==> config.mk <==
export PLATFORM = sky130hd
export DESIGN_NAME = i2c_register_transaction_sequencer_unit
export DESIGN_NICKNAME = d
export VERILOG_FILES = /design/src/rtl/i2crts_pkg.sv /design/src/rtl/i2crts_step.sv /design/src/rtl/i2c_register_transaction_sequencer_unit.sv
export SDC_FILE = /design/constraint.sdc
export NUM_CORES = 1
export LEC_CHECK = 0
export BUFFER_PORTS_ARGS = -buffer_cell sky130_fd_sc_hd__buf_4
export CORE_MARGIN = 2
export CORE_UTILIZATION = 51
export CTS_BUF_LIST = sky130_fd_sc_hd__clkbuf_4 sky130_fd_sc_hd__clkbuf_8
export DETAILED_ROUTE_END_ITERATION = 12
export PLACE_DENSITY = 0.79
export SYNTH_ARGS = -nofsm -noshare
export SYNTH_HDL_FRONTEND = slang
export SYNTH_SLANG_ARGS = --single-unit
==> constraint.sdc <==
create_clock -name clock -period 2.63 [get_ports clock]
set_clock_uncertainty 0.15 [all_clocks]
set_input_delay 0.1315 -clock clock [delete_from_list [all_inputs] [get_ports clock]]
set_output_delay 0.1315 -clock clock [all_outputs]
set_load 0.05 [all_outputs]
==> src/rtl/i2crts_pkg.sv <==
`timescale 1ns / 1ps

package i2crts_pkg;

   localparam int COUNT_BITS = 16;

   localparam logic [1:0] OP_WRITE = 2'd0;
   localparam logic [1:0] OP_READ  = 2'd1;
   localparam logic [1:0] OP_EVENT = 2'd2;

   localparam logic [3:0] PH_IDLE  = 4'd0;
   localparam logic [3:0] PH_START = 4'd1;
   localparam logic [3:0] PH_SLAW  = 4'd2;
   localparam logic [3:0] PH_REG   = 4'd3;
   localparam logic [3:0] PH_DATA  = 4'd4;
   localparam logic [3:0] PH_REP   = 4'd5;
   localparam logic [3:0] PH_SLAR  = 4'd6;
   localparam logic [3:0] PH_ACK   = 4'd7;
   localparam logic [3:0] PH_NACK  = 4'd8;

   localparam logic [7:0] ST_START     = 8'h08;
   localparam logic [7:0] ST_REP_START = 8'h10;
   localparam logic [7:0] ST_SLA_W_ACK = 8'h18;
   localparam logic [7:0] ST_DATA_ACK  = 8'h28;
   localparam logic [7:0] ST_SLA_R_ACK = 8'h40;
   localparam logic [7:0] ST_RX_ACK    = 8'h50;
   localparam logic [7:0] ST_RX_NACK   = 8'h58;
   localparam logic [7:0] STATUS_MASK  = 8'b11111000;

   localparam logic [2:0] ACT_NONE      = 3'd0;
   localparam logic [2:0] ACT_START     = 3'd1;
   localparam logic [2:0] ACT_SEND      = 3'd2;
   localparam logic [2:0] ACT_READ_ACK  = 3'd3;
   localparam logic [2:0] ACT_READ_NACK = 3'd4;
   localparam logic [2:0] ACT_STOP      = 3'd5;

   typedef struct packed {
      logic [3:0]            phase;
      logic                  is_read;
      logic [6:0]            target_address;
      logic [7:0]            register_index;
      logic [7:0]            pending_write_byte;
      logic [COUNT_BITS-1:0] bytes_left;
   } seq_state_type;

   typedef struct packed {
      logic [2:0] action;
      logic [7:0] action_byte;
      logic [7:0] read_data;
      logic       read_valid;
      logic       last_byte;
      logic       done_res;
      logic       success;
   } seq_result_type;

   typedef struct packed {
      logic [1:0]  opcode;
      logic [6:0]  device_address;
      logic [7:0]  register_address;
      logic [7:0]  write_data;
      logic [15:0] byte_count;
      logic [7:0]  bus_status;
      logic [7:0]  bus_data;
   } seq_item_type;

   function automatic logic [7:0] expected_status(input logic [3:0] ph);
      logic [7:0] st;
      case (ph)
         PH_START: st = ST_START;
         PH_SLAW:  st = ST_SLA_W_ACK;
         PH_REG:   st = ST_DATA_ACK;
         PH_DATA:  st = ST_DATA_ACK;
         PH_REP:   st = ST_REP_START;
         PH_SLAR:  st = ST_SLA_R_ACK;
         PH_ACK:   st = ST_RX_ACK;
         default:  st = ST_RX_NACK;
      endcase
      return st;
   endfunction

endpackage

==> src/rtl/i2crts_step.sv <==
`timescale 1ns / 1ps

module i2crts_step (
   input  i2crts_pkg::seq_item_type   item,
   input  i2crts_pkg::seq_state_type  cur,
   output i2crts_pkg::seq_state_type  nxt,
   output i2crts_pkg::seq_result_type res
);
   import i2crts_pkg::*;

   logic [7:0]            status_masked;
   logic [COUNT_BITS-1:0] rd_cnt;

   assign status_masked = item.bus_status & STATUS_MASK;
   assign rd_cnt = (cur.phase == PH_ACK) ? cur.bytes_left - COUNT_BITS'(1) : cur.bytes_left;

   always_comb begin
      nxt = cur;
      res = '0;
      if (item.opcode == OP_WRITE || item.opcode == OP_READ) begin
         if (cur.phase == PH_IDLE) begin
            nxt.is_read            = (item.opcode == OP_READ);
            nxt.target_address     = item.device_address;
            nxt.register_index     = item.register_address;
            nxt.pending_write_byte = item.write_data;
            nxt.bytes_left         = item.byte_count[COUNT_BITS-1:0];
            nxt.phase              = PH_START;
            res.action             = ACT_START;
         end
      end else if (item.opcode == OP_EVENT && cur.phase != PH_IDLE) begin
         if (cur.phase > PH_NACK || status_masked != expected_status(cur.phase)) begin
            nxt.phase    = PH_IDLE;
            res.done_res = 1'b1;
         end else begin
            unique case (cur.phase)
               PH_START: begin
                  res.action      = ACT_SEND;
                  res.action_byte = {cur.target_address, 1'b0};
                  nxt.phase       = PH_SLAW;
               end
               PH_SLAW: begin
                  res.action      = ACT_SEND;
                  res.action_byte = cur.register_index;
                  nxt.phase       = PH_REG;
               end
               PH_REG: begin
                  if (cur.is_read) begin
                     res.action = ACT_START;
                     nxt.phase  = PH_REP;
                  end else begin
                     res.action      = ACT_SEND;
                     res.action_byte = cur.pending_write_byte;
                     nxt.phase       = PH_DATA;
                  end
               end
               PH_DATA: begin
                  res.action   = ACT_STOP;
                  nxt.phase    = PH_IDLE;
                  res.done_res = 1'b1;
                  res.success  = 1'b1;
               end
               PH_REP: begin
                  res.action      = ACT_SEND;
                  res.action_byte = {cur.target_address, 1'b1};
                  nxt.phase       = PH_SLAR;
               end
               PH_SLAR, PH_ACK: begin
                  if (cur.phase == PH_ACK) begin
                     res.read_data  = item.bus_data;
                     res.read_valid = 1'b1;
                     nxt.bytes_left = rd_cnt;
                  end
                  if (rd_cnt == '0) begin
                     res.action = ACT_STOP;
                     nxt.phase  = PH_IDLE;
                     if (cur.phase == PH_SLAR) begin
                        res.done_res = 1'b1;
                        res.success  = 1'b1;
                     end
                  end else if (rd_cnt == COUNT_BITS'(1)) begin
                     res.action = ACT_READ_NACK;
                     nxt.phase  = PH_NACK;
                  end else begin
                     res.action = ACT_READ_ACK;
                     nxt.phase  = PH_ACK;
                  end
               end
               default: begin
                  res.read_data  = item.bus_data;
                  res.read_valid = 1'b1;
                  res.last_byte  = 1'b1;
                  nxt.bytes_left = '0;
                  res.action     = ACT_STOP;
                  nxt.phase      = PH_IDLE;
                  res.done_res   = 1'b1;
                  res.success    = 1'b1;
               end
            endcase
         end
      end
   end

endmodule

==> src/rtl/i2c_register_transaction_sequencer_unit.sv <==
`timescale 1ns / 1ps
// I2C register transaction sequencer.
// req channel: one item is a command (register write or register read of
// byte_count bytes) or a bus status event from the I2C engine. Every
// accepted item yields exactly one rsp item: the next bus action to issue,
// a received register byte with its last flag, and done/success when the
// transaction ends. Commands while busy and events while idle give an
// all-zero rsp item.
// The rsp item is registered and is valid in the cycle after acceptance.
// Throughput: one item per cycle unless rsp stalls; transaction state
// and rsp register update in the same cycle from a single decode step.
// rsp stall: req_ready follows the rsp register; a new item is taken in
// the same cycle the held rsp item is taken, otherwise req waits.
// Reset (synchronous): sequencer returns to idle, counters and captured
// addresses clear, rsp_valid drops.
module i2c_register_transaction_sequencer_unit (
   input  logic        clock,
   input  logic        reset,
   input  logic        req_valid,
   output logic        req_ready,
   input  logic [1:0]  req_opcode,
   input  logic [6:0]  req_device_address,
   input  logic [7:0]  req_register_address,
   input  logic [7:0]  req_write_data,
   input  logic [15:0] req_byte_count,
   input  logic [7:0]  req_bus_status,
   input  logic [7:0]  req_bus_data,
   output logic        rsp_valid,
   input  logic        rsp_ready,
   output logic [2:0]  rsp_action,
   output logic [7:0]  rsp_action_byte,
   output logic [7:0]  rsp_read_data,
   output logic        rsp_read_valid,
   output logic        rsp_last_byte,
   output logic        rsp_done_res,
   output logic        rsp_success
);
   import i2crts_pkg::*;

   seq_item_type   item;
   seq_state_type  state_ff;
   seq_state_type  state_in;
   seq_result_type res;
   seq_result_type rsp_ff;
   logic           rsp_valid_ff;
   logic           accept;

   assign item.opcode           = req_opcode;
   assign item.device_address   = req_device_address;
   assign item.register_address = req_register_address;
   assign item.write_data       = req_write_data;
   assign item.byte_count       = req_byte_count;
   assign item.bus_status       = req_bus_status;
   assign item.bus_data         = req_bus_data;

   assign req_ready = !rsp_valid_ff || rsp_ready;
   assign accept    = req_valid && req_ready;

   i2crts_step u_step (
      .item (item),
      .cur  (state_ff),
      .nxt  (state_in),
      .res  (res)
   );

   always_ff @(posedge clock) begin
      if (reset) begin
         state_ff     <= '0;
         rsp_valid_ff <= 1'b0;
      end else begin
         if (accept) begin
            state_ff <= state_in;
         end
         if (accept) begin
            rsp_valid_ff <= 1'b1;
         end else if (rsp_ready) begin
            rsp_valid_ff <= 1'b0;
         end
      end
   end

   always_ff @(posedge clock) begin
      if (accept) begin
         rsp_ff <= res;
      end
   end

   assign rsp_valid       = rsp_valid_ff;
   assign rsp_action      = rsp_ff.action;
   assign rsp_action_byte = rsp_ff.action_byte;
   assign rsp_read_data   = rsp_ff.read_data;
   assign rsp_read_valid  = rsp_ff.read_valid;
   assign rsp_last_byte   = rsp_ff.last_byte;
   assign rsp_done_res    = rsp_ff.done_res;
   assign rsp_success     = rsp_ff.success;

endmodule
After elaboration in Yosys (flattened, before gate mapping). Cells that the tools add are included.

Flip-flop bits (word level): 68. Input bits: 61. Output and inout port bits: 25. Logic and storage cells: 92.

Add/sub/neg operators: 1. Order comparisons: 1. Equality and inequality tests: 15. Muxes and demuxes: 37. Bitwise operators: 1. Reductions and logical operators: 23.

Operators with widths (number): two-way mux 16 bit (5); two-way mux 44 bit (1); case mux 7 bit (6 select lines) (1); case mux 16 bit (2 select lines) (1); case mux 8 bit (4 select lines) (1); two-way mux 8 bit (3); two-way mux 23 bit (1); two-way mux 21 bit (1); two-way mux 4 bit (5); case mux 4 bit (5 select lines) (1); case mux 9 bit (2 select lines) (1); == test 16 x 1 -> 1 bit (second input constant) (1); == test 4 x 3 -> 1 bit (second input constant) (4); logical NOT 16 bit (1); subtractor 16 x 1 -> 16 bit (second input constant) (1); two-way mux 3 bit (3); two-way mux 9 bit (1); case mux 3 bit (3 select lines) (1); == test 4 x 2 -> 1 bit (second input constant) (2); inequality test 8 bit (1); two-way mux 1 bit (7); OR reduction 7 bit (1); two-way mux 2 bit (3); AND reduction 3 bit (2); 21 further kinds (29).

Depth between registers and ports, before layout. Gate-level depths: netlist of run 1.

Depth after elaboration: 10. Depth in mapped cells: 9. Mapped depth without buffers: 8.

Modules after synthesis. A second synthesis of run 1 with hierarchy kept.

Cells, all modules: 560. Area total of the unflattened synthesis: 4888.4 µm².

Modules (own cells, without submodules): i2c_register_transaction_sequencer_unit (instances 1, cells an instance 229, area an instance 2820.2 µm²); i2crts_step (instances 1, cells an instance 331, area an instance 2068.2 µm²).

Worst setup path after synthesis of run 1. OpenSTA, ideal clock, no wires.

Path type: reg-to-reg. From: register rsp_valid_ff, in the netlist rsp_valid. To: register state_ff[1] (netlist name). Arrival time: 2.592 ns. Required time: 2.357 ns. Path slack: -0.235 ns. Stages on the path, launching flop included: 7. Buffers on the path: 1. Path through: dfxtp_1 -> nand2b_1 -> nand2_1 -> inv_2 -> o21ai_1 -> clkbuf_1 -> mux2_1.

Cells in the longest elaborated chain, start to end: 4.

RTL lines: start: declaration (line i2c_register_transaction_sequencer_unit.sv:45) `logic rsp_valid_ff;`; start signal: assignment (line i2c_register_transaction_sequencer_unit.sv:69) `rsp_valid_ff <= 1'b0;`; start signal: assignment (line i2c_register_transaction_sequencer_unit.sv:75) `rsp_valid_ff <= 1'b1;`; start signal: assignment (line i2c_register_transaction_sequencer_unit.sv:77) `rsp_valid_ff <= 1'b0;`; logical NOT 1 bit (line i2c_register_transaction_sequencer_unit.sv:56) `assign req_ready = !rsp_valid_ff || rsp_ready;`; logical OR 1 bit (line i2c_register_transaction_sequencer_unit.sv:56); net req_ready (line i2c_register_transaction_sequencer_unit.sv:20) `output logic req_ready,`; logical AND 1 bit (line i2c_register_transaction_sequencer_unit.sv:57) `assign accept = req_valid && req_ready;`; net accept (line i2c_register_transaction_sequencer_unit.sv:46) `logic accept;`; AND reduction 6 bit (no source line); end signal: assignment (line i2c_register_transaction_sequencer_unit.sv:72) `state_ff <= state_in;`; end: declaration (line i2c_register_transaction_sequencer_unit.sv:41) `seq_state_type state_ff;`.

The timed path passes the listed nets, and every way through them passes these cells. A chain may end at the register's enable or synchronous reset.

Final worst setup path of run 1.
From: register state_ff[4] (netlist name). To: register rsp_ff, in the netlist rsp_success (data pin).

Cells in the longest elaborated chain, start to end: 5.

RTL lines: subtractor 16 x 1 -> 16 bit (line i2crts_step.sv:15) `assign rd_cnt = (cur.phase == PH_ACK) ? cur.bytes_left - COUNT_BITS'(1) : cur.bytes_left;`; two-way mux 16 bit (*) (line i2crts_step.sv:15); logical NOT 16 bit (*) (line i2crts_step.sv:73) `if (rd_cnt == '0) begin`; two-way mux 2 bit (*) (line i2crts_step.sv:73); case mux 2 bit (2 select lines) (*) (line i2crts_step.sv:35) `unique case (cur.phase)`; end signal: assignment (line i2c_register_transaction_sequencer_unit.sv:84) `rsp_ff <= res;`; end: declaration (line i2c_register_transaction_sequencer_unit.sv:44) `seq_result_type rsp_ff;`.

Mark *: on every way between the ends. The rest lies on a longest branch, timed or not.

==> results of run 1 <==
[layer usage]
| layer | wire, microns | part of all wire (%) |
|---|---|---|
| met5 | 0 | 0 |
| met4 | 274 | 2.3 |
| met3 | 1090 | 9.1 |
| met2 | 5570 | 46 |
| met1 | 5060 | 42 |
[metrics by stage]
stage / TNS (ns) / hold WS, ns / area (sq um) / cells / total power [mW]
finish: 0 / 0.0128 / 5510 / 721 / 2.66
global route: -0.00308 / 0.0740 / 5510 / 721 / 2.75
CTS: -0.0250 / 0.00141 / 5440 / 720 / 2.63
detailed placement: -0.0668 / 0.238 / 4810 / 663 / 1.67
global placement: 0 / 0.227 / 4810 / 663 / 1.66
floorplan: -0.0195 / 0.103 / 3880 / 474 / 1.47
[sequential cells by signal (all words and copies together) (netlist names)]
| name | flops |
|---|---|
| rsp_success | 1 |
| rsp_last_byte | 1 |
| rsp_done_res | 1 |
| state_ff | 44 |
| rsp_valid | 1 |
| rsp_action | 3 |
| rsp_read_data | 8 |
| rsp_action_byte | 8 |
| rsp_read_valid | 1 |
[cell usage in the layout, fill, tap and decap left out, drive strengths merged, types with 9 or more instances in the layout]
cell type	n
nand2b	9
a21oi	66
dfxtp	45
edfxtp	23
dlygate4sd3	41
nand2	66
a211oi	9
inv	22
clkbuf	9
o21ai	15
nor2	29
nor4	10
buf	125
nor2b	10
nor3	13
nand3	17
and2	11
[repair_timing]
action | in CTS | in global routing
setup endpoints to repair | 6 | 17
pin swaps | 0 | 4
endpoints found under the hold margin | 40 | 0
hold buffers | 41 | 0
resized for setup | 2 | 15
setup buffers | 0 | 1
[path summary, 6_finish.rpt]
kind / endpoint / slack (ns) / cells past startpoint
worst max-delay path: rsp_success / 0.09 / 6
worst max register to register: rsp_success / 0.09 / 6
worst min register to register: state_ff[32] / 0.31 / 2
worst min-delay path: state_ff[7] / 0.01 / 3
[tightest hold or removal path, cell delays in order]
cell and delay, ns:
buf_4 0.08, a22oi_1 0.07, o32ai_1 0.20
[layout make-up]
class                   count  area (sq um)
clock buffers               9           124
clock inverters             7          81.3
fillers                   556          1780
inverters                  17          63.8
multi-input cells         355          2150
flip-flops and latches     68          1600
well taps                  99           124
repair buffers            166          1370
[where the power goes]
group / leakage [nW] / switching [mW] / total, mW / internal, mW
Clock: 0.103 / 0.471 / 0.926 / 0.455
Combinational: 1.48 / 0.309 / 0.567 / 0.258
Sequential: 0.599 / 0.0315 / 1.16 / 1.13
Total: 2.18 / 0.812 / 2.66 / 1.85
[cell families after synthesis]
kind of cell,Yosys count,synth area share (%)
simple gates,204,27.7
compound gates,135,22.0
flops,68,41.1
buf+inv,51,5.08
xor+xnor,8,1.81
mux,7,1.97
fa+ha+maj,1,0.323
==> summary.txt, run 1 <==
Logic synthesis
  • Distinct cells, synth: 62
  • Synth Register Bits: 68
  • Commonest cells post-synth: a21oi_1, nand2_1, dfxtp_1, nor2_1, clkbuf_1
  • Primary FF master, synth: dfxtp_1
  • Async SR Flop Fraction: 0%
  • Post-synth top area share: 23.3%
  • Syn avg cell area: a little over 8 sq um
  • Post-Syn Area: between 0.003 and 0.004 sq mm
  • Synthesized net count: 536
  • Synth Instances: about 470
  • Syn. warnings: 0
  • Leading area contributor after synthesis: dfxtp_1
  • Post-synth EDFFs: 23
  • Area contributors post-synth: dfxtp_1, edfxtp_1, a21oi_1, nand2_1, nor2_1
  • Sequential share of the synthesized area: 41.1%

Route
  • Initial DRT Pass Iterations: 5
  • Residual DRC: 0
  • Routed len/inst: between 15 and 20 microns
  • Drt initial violations: 542
  • Post-DR vias/cell: just under 6
  • Vias: 4,173
  • Antenna Nets Post-Route: 0
  • DRT Wirelength: 12.0 mm

Timing
  • Hold Fails Final Rpt: 0
  • Slew Limit Fails: 0
  • Worst-margin pin slew: 0.678 ns
  • Finish-stage setup viols: 0
  • Period minus WS final: 2.54 ns
  • Setup WS post-layout: 0.0896 ns
  • Slew margin rel.: 54.6%
  • Fmax: 0.394 GHz
  • Final Cycle Share: about 97%

Critical path
  • FF-to-FF Start: state_ff[4]
  • CP Max Fanout: 4
  • Worst setup SP type: flop
  • Crit path launch: state_ff[4]
  • WP data required: between 2 and 3 ns
  • Max incr delay on CP: 0.58 ns
  • Crit. End Element: flop
  • Largest delay share family, worst path: simple AND/OR/NAND/NOR gates
  • Crit path max-delay cell type: or4_4
  • Worst-path cell chain: or4_4, or3_4, o21a_1, nor4_2, nand4b_1, a21oi_1
  • Crit path buffers/inverters: 0
  • CP arrival: 2.60 ns
  • Setup CP Type: reg -> reg

Clock network
  • # clock sinks: 68
  • Root Driver: clkbuf_8
  • Clock-pin slew on the worst setup and hold paths: approximately 0.090 ns
  • # H-tree levels: 3
  • CTS Buf Count: 9
  • CTS tree: yes
  • Worst-Skew Late Latency: 0.36 ns
  • Clock Tree Buf Depth: 2

Floorplanning
  • Core area: 0.00729 sq mm
  • Die area: 0.00830 sq mm
  • Rows: 31
  • # IOs: 86
  • Initial Utilization: 53.1%
  • Die Wd: 91.1 microns
  • DIE HEIGHT: just over 90 microns

Layout
  • Final core utilization: 75.5%
  • Nets: around 680
  • Ant diodes: 0
  • Area Growth Syn to Fin: 42.4%
  • Share of cells above drive strength 1: between 20% and 30%

Placed design
  • Post-DP HPWL: approximately 7.7 mm
  • Post-placement setup slack: -0.0623 ns
  • Port bufs: slightly above 80
  • Routability cong.: 0.948

Global route
  • Vias in the first global route: 3,924
  • Grt total ovfl: 0
  • Antenna violations before repair: 0
  • Met1 usage: 41.0%
  • Largest net degree at the start of global routing: 54
  • M2 GR Usage: between 40% and 50%
  • First-pass GRT wire length: 19.7 mm
  • GRT Total Usage: between 20% and 30%
  • GRT busiest layer: met2
  • Met3 GRT Util: 5.31%

Pwr
  • Peak supply drop: 366 uV
  • Lkg Pwr: between 2 and 2.5 nW
  • Power per Cell Area: ~480 mW/mm^2

Hold path
  • Hold_sp: req_byte_count[7]
  • Hold Crit Class: in -> reg

Run status
  • Outcome: complete, no violations

Run
  • Max Cap Viol: 0
(Power assumes the default switching activity.)
==> run 2: changes to the inputs <==
--- a/config.mk
+++ b/config.mk
@@ -11,6 +11,7 @@
 export CTS_BUF_LIST = sky130_fd_sc_hd__clkbuf_4 sky130_fd_sc_hd__clkbuf_8
 export DETAILED_ROUTE_END_ITERATION = 12
 export PLACE_DENSITY = 0.79
+export SETUP_SLACK_MARGIN = 0.3
 export SYNTH_ARGS = -nofsm -noshare
 export SYNTH_HDL_FRONTEND = slang
 export SYNTH_SLANG_ARGS = --single-unit
==> summary.txt, run 2 (synthesized netlist as in run 1, its figures left out) <==
Pwr
  • Total net switching power: 0.823 mW
  • Seq pwr share: between 40% and 50%
  • Overall Power: approximately 2.7 mW
  • Part of the power in combinational logic: 24.2%
  • P_int: 1.92 mW
  • Lkg Pwr: 2.36 nW
  • Power per Cell Area: 463 mW/mm^2
  • Peak supply drop: 276 uV
  • Clk pwr share: 33.3%
  • Switching share of power: 30.0%

Timing
  • Fmax: 0.385 GHz
  • Slew margin rel.: 58.7%
  • Period minus WS final: 2.60 ns
  • Sum of negative setup slack: 0 ns
  • Hold Fails Final Rpt: 0
  • Hold WS: roughly 0.035 ns
  • Finish-stage setup viols: 0
  • RSZ-0062 raised after global routing: true
  • Final Cycle Share: between 90% and 100%
  • Worst-margin pin slew: ~0.62 ns
  • Slew Limit Fails: 0

Clock network
  • CTS Buf Count: 9
  • Clock-pin slew on the worst setup and hold paths: around 0.09 ns
  • CTS tree: yes
  • # clock sinks: 68
  • Root Driver: clkbuf_8
  • # H-tree levels: 3
  • Worst-Skew Late Latency: 0.35 ns
  • Clock Tree Buf Depth: 2

Run
  • Max Cap Viol: 0

Floorplanning
  • Die Wd: 91.1 microns
  • Rows: 31
  • Initial Utilization: 53.1%
  • Die area: 0.00830 sq mm
  • Core area: 0.00729 sq mm
  • # IOs: 86
  • DIE HEIGHT: 91.1 microns

Global route
  • Met1 usage: 41.0%
  • First-pass GRT wire length: 20.1 mm
  • GRT busiest layer: met2
  • Largest net degree at the start of global routing: 54
  • M2 GR Usage: 47.3%
  • Antenna violations before repair: 0
  • Grt total ovfl: 0
  • Vias in the first global route: 4,160
  • GRT Total Usage: 30.1%
  • Met3 GRT Util: under 10%

Layout
  • Multi-input gate area: 0.00237 sq mm
  • Max reg flops: 44
  • Nets: 698
  • Reg area: 0.00160 sq mm
  • Ant diodes: 0
  • Area Growth Syn to Fin: 53.0%
  • Commonest non-fill, non-tap cell in the layout: buf_4
  • Final core utilization: 81.2%
  • Design Area, Final: 0.00592 sq mm
  • Most frequent cells in the layout: buf_4, a21oi_1, nand2_1
  • Fillers: approximately 460
  • Share of cells above drive strength 1: between 30% and 40%
  • Most flop-heavy register: state_ff

Route
  • Drt initial violations: 499
  • Post-DR vias/cell: ~6.0
  • Antenna Nets Post-Route: 0
  • Vias: 4,463
  • Residual DRC: 0
  • Routed len/inst: 17.7 microns
  • Initial DRT Pass Iterations: 6
  • DRT Wirelength: 13.1 mm

Critical path
  • Worst setup SP type: flop
  • WP data required: 2.58 ns
  • Crit. path cell count: 10
  • Largest delay share family, worst path: compound AO/OA/AOI/OAI gates
  • Crit. End Element: flop
  • Setup CP Type: reg -> reg
  • Worst r2r path cells: 10
  • CP arrival: 2.55 ns
  • Crit path max-delay cell type: or3b_4
  • Worst-path cell chain: inv_2, ha_4, or3b_4, buf_4, o41ai_2, o21ai_0, nor4_2, buf_4, nand3_1, a21bo_1
  • Max incr delay on CP: 0.37 ns
  • Crit path buffers/inverters: 3
  • CP Max Fanout: 3
  • Most frequent CP cell: buf_4

Run status
  • Outcome: complete, no violations

Hold path
  • Hold Crit Class: in -> reg
  • Worst hold stages: 3

Placed design
  • Post-DP HPWL: between 7 and 8 mm
  • Port bufs: 82
  • Routability cong.: between 0.9 and 1
  • Cell area after placement: 0.00489 sq mm
## run 2: cell count changes in the layout (fill, tap and decap cells not counted), sizes merged
cell,delta
clkinv,+3
clkinvlp,-1
buf,+21
inv,-3
clkbuf,+1
dlygate4sd3,-2
## run 2: routing by layer
| metal | part of all wire, % | routed length (microns) | vias up |
|---|---|---|---|
| met5 | 0 | 0 | - |
| met4 | 2.6 | 344 | 0 |
| met3 | 8.8 | 1160 | 40 |
| met2 | 47 | 6220 | 239 |
| met1 | 41 | 5410 | 2134 |
| li1 | - | - | 2050 |
## run 2: worst register-to-register path: stages (launching register included)
cell	delay [ns]
dfxtp_2	0.33
inv_2	0.07
ha_4	0.13
or3b_4	0.37
buf_4	0.17
o41ai_2	0.30
o21ai_0	0.22
nor4_2	0.20
buf_4	0.16
nand3_1	0.07
a21bo_1	0.19
## run 2: area by class of cell
class / count / area share [%]
Clock inverter: 6 / 1.18
Clock buffer: 10 / 2.33
Timing Repair Buffer: 185 / 26.2
Multi-Input combinational cell: 355 / 40.0
Tap cell: 99 / 2.09
Inverter: 17 / 1.08
Sequential cell: 68 / 27.1
## run 2: what timing repair did
action / in CTS / in global routing
buffers inserted: 8 / 7
hold buffers: 39 / 0
endpoints found under the hold margin: 38 / 0
setup endpoints to repair: 26 / 30
gates resized for setup: 20 / 49
pin swaps: 11 / 11
gates cloned: 0 / 0
## run 2: power by group through the flow
stage	Sequential [mW]	Clock (mW)	Combinational [mW]
after CTS	1.16	0.909	0.600
after floorplan	1.24	0	0.240
after global routing	1.17	0.949	0.700
after detailed placement	1.18	0	0.517
after global placement	1.18	0	0.507
final	1.16	0.913	0.663
## run 2: stage by stage
stage / cells / worst slack [ns]
final: 740 / 0.0297
after global routing: 740 / -0.0191
after CTS: 733 / 0.0880
after detailed placement: 670 / -0.0880
after global placement: 670 / -0.0118
after floorplan: 474 / 0.0780
## run 2: path summary, 6_finish.rpt
path | endpoint | from | slack [ns]
setup / recovery | rsp_action[0] | state_ff[1] | 0.03
hold / removal | state_ff[7] | req_byte_count[7] | 0.03
setup reg to reg | rsp_action[0] | state_ff[1] | 0.03
hold reg to reg | state_ff[25] | state_ff[25] | 0.32
